==> src/rtl/wsts_pkg.sv <==
// Shared types and constants for the weighted sum-tree sampler.
`default_nettype none
package wsts_pkg;
  localparam int unsigned NODES = 1024;
  localparam int unsigned WEIGHT_BITS = 48;
  localparam int unsigned SUM_BITS = 58;
  localparam int unsigned IDX_BITS = $clog2(NODES);

  localparam logic [WEIGHT_BITS-1:0] WEIGHT_MAX = {WEIGHT_BITS{1'b1}};

  typedef enum logic [0:0] {
    OP_UPDATE = 1'b0,
    OP_SEARCH = 1'b1
  } op_t;

  // Multiply unit command and status.
  typedef struct packed {
    logic        start;
    logic [63:0] a;
    logic [63:0] b;
  } mul_cmd_t;

  typedef struct packed {
    logic         done;
    logic [127:0] product;
  } mul_rsp_t;
endpackage
`default_nettype wire

==> src/rtl/wsts_mul.sv <==
// Shared 64x64 multiplier built from one 32x32 partial product per cycle.
`default_nettype none
module wsts_mul
  import wsts_pkg::*;
(
  input  wire logic     clk,
  input  wire logic     rst,
  input  wire mul_cmd_t cmd,
  output mul_rsp_t      rsp
);
  logic [63:0]  a;
  logic [63:0]  b;
  logic [127:0] acc;
  logic [2:0]   step;
  logic         busy;
  logic         done;
  logic [31:0]  pa;
  logic [31:0]  pb;
  logic [63:0]  pp;
  logic [127:0] pp_shifted;

  // Select the partial product for this step: (i, j) = step bits.
  always_comb begin
    pa = step[1] ? a[63:32] : a[31:0];
    pb = step[0] ? b[63:32] : b[31:0];
    pp = pa * pb;
    pp_shifted = {64'd0, pp} << (7'd32 * (7'(step[1]) + 7'(step[0])));
  end

  always_ff @(posedge clk) begin
    if (rst) begin
      busy <= 1'b0;
      step <= '0;
      done <= 1'b0;
    end else begin
      done <= 1'b0;
      if (cmd.start) begin
        a <= cmd.a;
        b <= cmd.b;
        acc <= '0;
        step <= '0;
        busy <= 1'b1;
      end else if (busy) begin
        acc <= acc + pp_shifted;
        if (step == 3'd3) begin
          busy <= 1'b0;
          done <= 1'b1;
        end
        step <= step + 3'd1;
      end
    end
  end

  assign rsp.done = done;
  assign rsp.product = acc;
endmodule
`default_nettype wire

==> config.mk <==
export PLATFORM = sky130hd
export DESIGN_NAME = wsts_mul
export DESIGN_NICKNAME = d
export VERILOG_FILES = /design/src/rtl/wsts_pkg.sv /design/src/rtl/wsts_mul.sv
export SDC_FILE = /design/constraint.sdc
export NUM_CORES = 2
export LEC_CHECK = 0
export BUFFER_PORTS_ARGS = -buffer_cell sky130_fd_sc_hd__buf_2
export CAP_MARGIN = 20
export CORE_MARGIN = 5
export CORE_UTILIZATION = 45
export CTS_CLUSTER_DIAMETER = 50
export CTS_CLUSTER_SIZE = 24
export DETAILED_ROUTE_END_ITERATION = 16
export SLEW_MARGIN = 10
export SYNTH_ARGS = -nofsm -noshare
export SYNTH_HDL_FRONTEND = slang
export SYNTH_SLANG_ARGS = --single-unit
export TNS_END_PERCENT = 30
==> constraint.sdc <==
create_clock -name clk -period 22.8 [get_ports clk]
set_input_delay 4.56 -clock clk [delete_from_list [all_inputs] [get_ports clk]]
set_output_delay 4.56 -clock clk [all_outputs]
set_load 0.05 [all_outputs]
# [Yosys cells after proc, flatten, opt, wreduce, memory -nomap -nowiden]
# Index checks and enable logic that the tools add are counted.
[word_totals] reg_bits=261 in_bits=131 elab_cells=26
[op_classes] n_addsub=3 n_mul=1 eq_ne=1 n_shift=1 n_mux=7 bitwise=2 reduce_logical=5
[ops] op="128-bit adder" n=1
[ops] op="128-bit two-way mux" n=1
[ops] op="64-bit by 7-bit left shift with 128-bit output" n=1
[ops] op="32-bit by 32-bit multiplier with 64-bit output" n=1
[ops] op="32-bit two-way mux" n=2
[ops] op="1-bit two-way mux" n=4
[ops] op="2-bit AND reduction" n=2
[ops] op="3-bit by 1-bit adder with 3-bit output (second input constant)" n=1
[ops] op="3-bit by 2-bit equality test with 1-bit output (second input constant)" n=1
[ops] op="3-bit OR reduction" n=1
[ops] op="1-bit by 1-bit adder with 2-bit output" n=1
[ops] op="1-bit inverter" n=2
[ops] op="2-bit nonzero test" n=1
[ops] op="2-bit OR reduction" n=1

# [Longest topological paths before layout]
[logic_depth] depth_word=5 depth_mapped=48 mapped_depth_nobuf=44

# [Worst setup path before layout]
# No wires, ideal clock.
[synth_timing] kind="register to register" from="register step[0]" to="register acc[113], data pin" setup_time_ps=262 arrival_ps=11237 required_ps=22538 setup_slack_ps=11301 stages_incl_launch_ff=46 n_path_buf=4 synth_period_minus_slack_ps=11499 cell_sequence="dfxtp_1 > clkbuf_1 > buf_1 > mux2i_1 > clkbuf_1 > nor2_1 > fa_1 > fa_1 > fa_1 > inv_1 > fa_1 > inv_1 > fa_1 > inv_1 > fa_1 > inv_1 > fa_1 > fa_1 > (+10 left out) > a21bo_2 > xnor2_1 > o22ai_1 > ha_1 > clkbuf_1 > nand4_1 > nor2_1 > nand2_1 > nor4_1 > nand3b_1 > a211oi_2 > o21ai_1 > a2111oi_4 > a21oi_2 > nor3_2 > nor2_1 > o31ai_1 > mux2_1"
[synth_between] elab_chain_cells=5 word_cells_on_any_way=6 classes_between="add/sub (2); mul (1); shift (1); mux (2)"
[synth_rtl] element="from (decl)" line="wsts_mul.sv:14" rtl="logic [2:0] step;"
[synth_rtl] element="from (signal assigned)" line="wsts_mul.sv:49" rtl="step <= step + 3'd1;"
[synth_rtl] element="32-bit two-way mux" line="wsts_mul.sv:25" rtl="pb = step[0] ? b[63:32] : b[31:0];"
[synth_rtl] element="32-bit by 32-bit multiplier with 64-bit output" line="wsts_mul.sv:26" rtl="pp = pa * pb;"
[synth_rtl] element="64-bit by 7-bit left shift with 128-bit output *" line="wsts_mul.sv:27" rtl="pp_shifted = {64'd0, pp} << (7'd32 * (7'(step[1]) + 7'(step[0])));"
[synth_rtl] element="128-bit adder *" line="wsts_mul.sv:44" rtl="acc <= acc + pp_shifted;"
[synth_rtl] element="128-bit two-way mux *" line="wsts_mul.sv:43" rtl="end else if (busy) begin"
[synth_rtl] element="to (signal assigned)" line="wsts_mul.sv:44"
[synth_rtl] element="to (decl)" line="wsts_mul.sv:13" rtl="logic [127:0] acc;"
# Every way passes the cells marked *; elsewhere a longest branch is shown, timed or not. The select of a mux whose other input is x is not followed.
# A chain may end at the register's enable or synchronous reset.

# [Worst setup path in the final report]
[layout_timing] from="register step[1]" to="register acc[121], data pin"
[layout_between] elab_chain_cells=5 word_cells_on_any_way=6 classes_between="add/sub (2); mul (1); shift (1); mux (2)"
[layout_rtl] element="32-bit two-way mux" line="wsts_mul.sv:24" rtl="pa = step[1] ? a[63:32] : a[31:0];"
[layout_rtl] element="32-bit by 32-bit multiplier with 64-bit output" line="wsts_mul.sv:26"
[layout_rtl] element="64-bit by 7-bit left shift with 128-bit output *" line="wsts_mul.sv:27"
[layout_rtl] element="128-bit adder *" line="wsts_mul.sv:44"
[layout_rtl] element="128-bit two-way mux *" line="wsts_mul.sv:43"
# Marks and branches as above.

==> impl_metrics.yaml <==
logic_synthesis:
  synth_area_sq_mm: 0.05069
  synth_top_area_cell: "fa_1"
  async_flop_share: 0
  synth_edf_count: 256
  synthTopCellsByArea: "fa_1, edfxtp_1, ha_1"
  syn_area_per_cell_sq_um: 9.025
  yosys_warnings: 0
  synth_seq_area_share: 0.1536
  netlist_instances: 5617
  synth_seq_cells: 261
  yosysUniqueCellTypes: 85
  synth-main-ff-cell: "edfxtp_1"
  synth_top_area_frac: 0.3542
  syn_nets: 7037
clock_tree:
  cts_sinks: 261
  holdBufCountCts: 0
  tritoncts: "built"
  clk_latency_ns: 0.67
  clk_pin_slew_ns: 0.06
  cts_resized: 0
  root_buffer: "clkbuf_16"
  cts_buffer_depth: 3
  htreeDepth: 2
  cts_setup_buffers: 0
  cts_buffers: 46
critical_path:
  cp_data_required_time_ns: 23.19
  crit_type: "reg -> reg"
  cpPeakStageDelay_ns: 0.84
  end_kind: "register"
  start_kind: "register"
  critPathSlowestCell: "mux2i_1"
  cp.arrival_ns: 14.56
  cpMostUsedCell: "fa_1"
  path_max_fanout: 40
drt:
  vias: 41780
  drt-vias-per-instance: 5.758
  postRouteAntennaNets: 0
  firstDrtPassIters: 5
  drt-initial-drc-count: 3747
  remaining_drc_errors: 0
  routedWlPerCell_um: 25.57
  routed_wl_um: 185600
timing:
  setup_viol: 0
  period_minus_slack_ns: 14.17
  timing.setup.tns_ns: 0
  max_freq_mhz: 70.58
  final-max-slew-violation-count: 0
  hold_viol_final: 0
  relSlewSlack: 0.2238
  rsz0062_at_grt: "false"
  finClkSkew_ns: 0.03866
  fin_crit_sh: 0.6214
  tightest_slew_ns: 1.160
global_route:
  grt_pass1_vias: 43630
  overflow: 0
  grt_usage: 0.3078
  busiest_layer: "met2"
  met1_usage: 0.4108
  grt_max_degree: 70
  grt_pass1_wl_um: 279600
  grtUsageMet2: 0.4803
  grt.met3_usage: 0.07450
  antenna_found_initial: 8
floorplan:
  core-area_sq_mm: 0.1122
  die-height_um: 345.6
  die_w_um: 345.6
  rows: 123
  fp.dieArea_sq_mm: 0.1195
  pin_count: 260
  start_util: 0.4519
placed_design:
  placed_area_sq_mm: 0.05360
  place_congestion: 0.9926
  portBuffers: 259
  dp.final_hpwl_um: 148800
finish:
  layout-drive-gt1-share: 0.09944
  fillers: 10650
  multi_input_area_sq_mm: 0.03861
  fin_area_sq_mm: 0.05530
  final_cell_mix: "inv_1, fa_1, nor2_1, nand2_1, ha_1"
  area_growth_pct: 9.083
  final_common_cell: "inv_1"
  seq_area_sq_mm: 0.007795
  fin_nets: 7135
run:
  cap_viol_max_count: 0
min_path:
  hold_path_class: "reg -> reg"
status:
  status: "completed"
-- critical path, delay by kind of cell (launching register included) --
kind	cells	cell delay (ns)
mux	2	1.18
compound gates	14	3.32
simple gates	10	2.18
buf+inv	6	1.28
flops	1	0.65
fa+ha+maj	10	5.23
-- synthesized netlist by cell type, drive strengths merged (10+ instances only) --
library cell,count
a21boi,10
a21o,118
a21oi,253
a221oi,12
a31oi,28
and2,35
and3,25
buf,35
clkbuf,251
edfxtp,256
fa,897
ha,392
inv,915
mux2,72
mux2i,78
nand2,587
nand2b,26
nand3,37
nand4,78
nor2,862
nor2b,51
nor3,34
o211ai,14
o21a,22
o21ai,131
o21bai,59
o22ai,36
o31ai,12
xnor2,109
xor2,72
-- routing by layer --
metal	routed length [um]	vias up	share of wire
li1	-	18090	-
met1	74920	21120	0.40
met2	82230	2119	0.44
met3	18170	452	0.098
met4	10230	4	0.055
met5	24	-	0.00013
-- area by class of cell --
class,count,share of cell area
Multi-Input combinational cell,4155,0.6981
Sequential cell,261,0.1410
Inverter,915,0.06211
Timing Repair Buffer,336,0.03407
Tap cell,1500,0.03394
Clock buffer,47,0.02088
Clock inverter,38,0.009707
Antenna cell,4,0.0001810
-- kinds of logic (layout without fill, tap and decap cells) --
logic type,Yosys count,count (layout),synth area share
buf+inv,1201,1336,0.08939
compound gates,761,761,0.09640
simple gates,1774,1774,0.1470
xor+xnor,181,181,0.03127
fa+ha+maj,1289,1289,0.4510
other cells,0,4,0
flops,261,261,0.1536
mux,150,150,0.03139
-- sequential cells by signal, indices dropped and copies added, names as in the netlist --
register,cells
a,64
done,1
step,3
busy,1
b,64
acc,128
-- stage by stage --
step,hold WS (ns),cells,utilization,setup WS (ns)
2_1_floorplan,0.4713,5617,-,11.30
4_1_cts,0.5299,7252,0.4928,8.806
3_5_place_dp,0.5133,7167,0.4777,8.935
3_3_place_gp,0.4838,7166,0.4776,8.950
6_report,0.5257,7256,0.4929,8.632
5_1_grt,0.5572,7253,0.4928,8.094
-- path summary, 6_finish.rpt --
| path | start | end | slack, ns | depth (start not counted) |
|---|---|---|---|---|
| max reg2reg | step[1] | acc[121] | 8.63 | 42 |
| min reg2reg | step[2] | step[2] | 0.53 | 2 |
| min | step[2] | step[2] | 0.53 | 2 |
| max | step[1] | acc[121] | 8.63 | 42 |
Power is not shown: default switching activity piles up to over one toggle a cycle in this logic, so the estimate is an artifact.
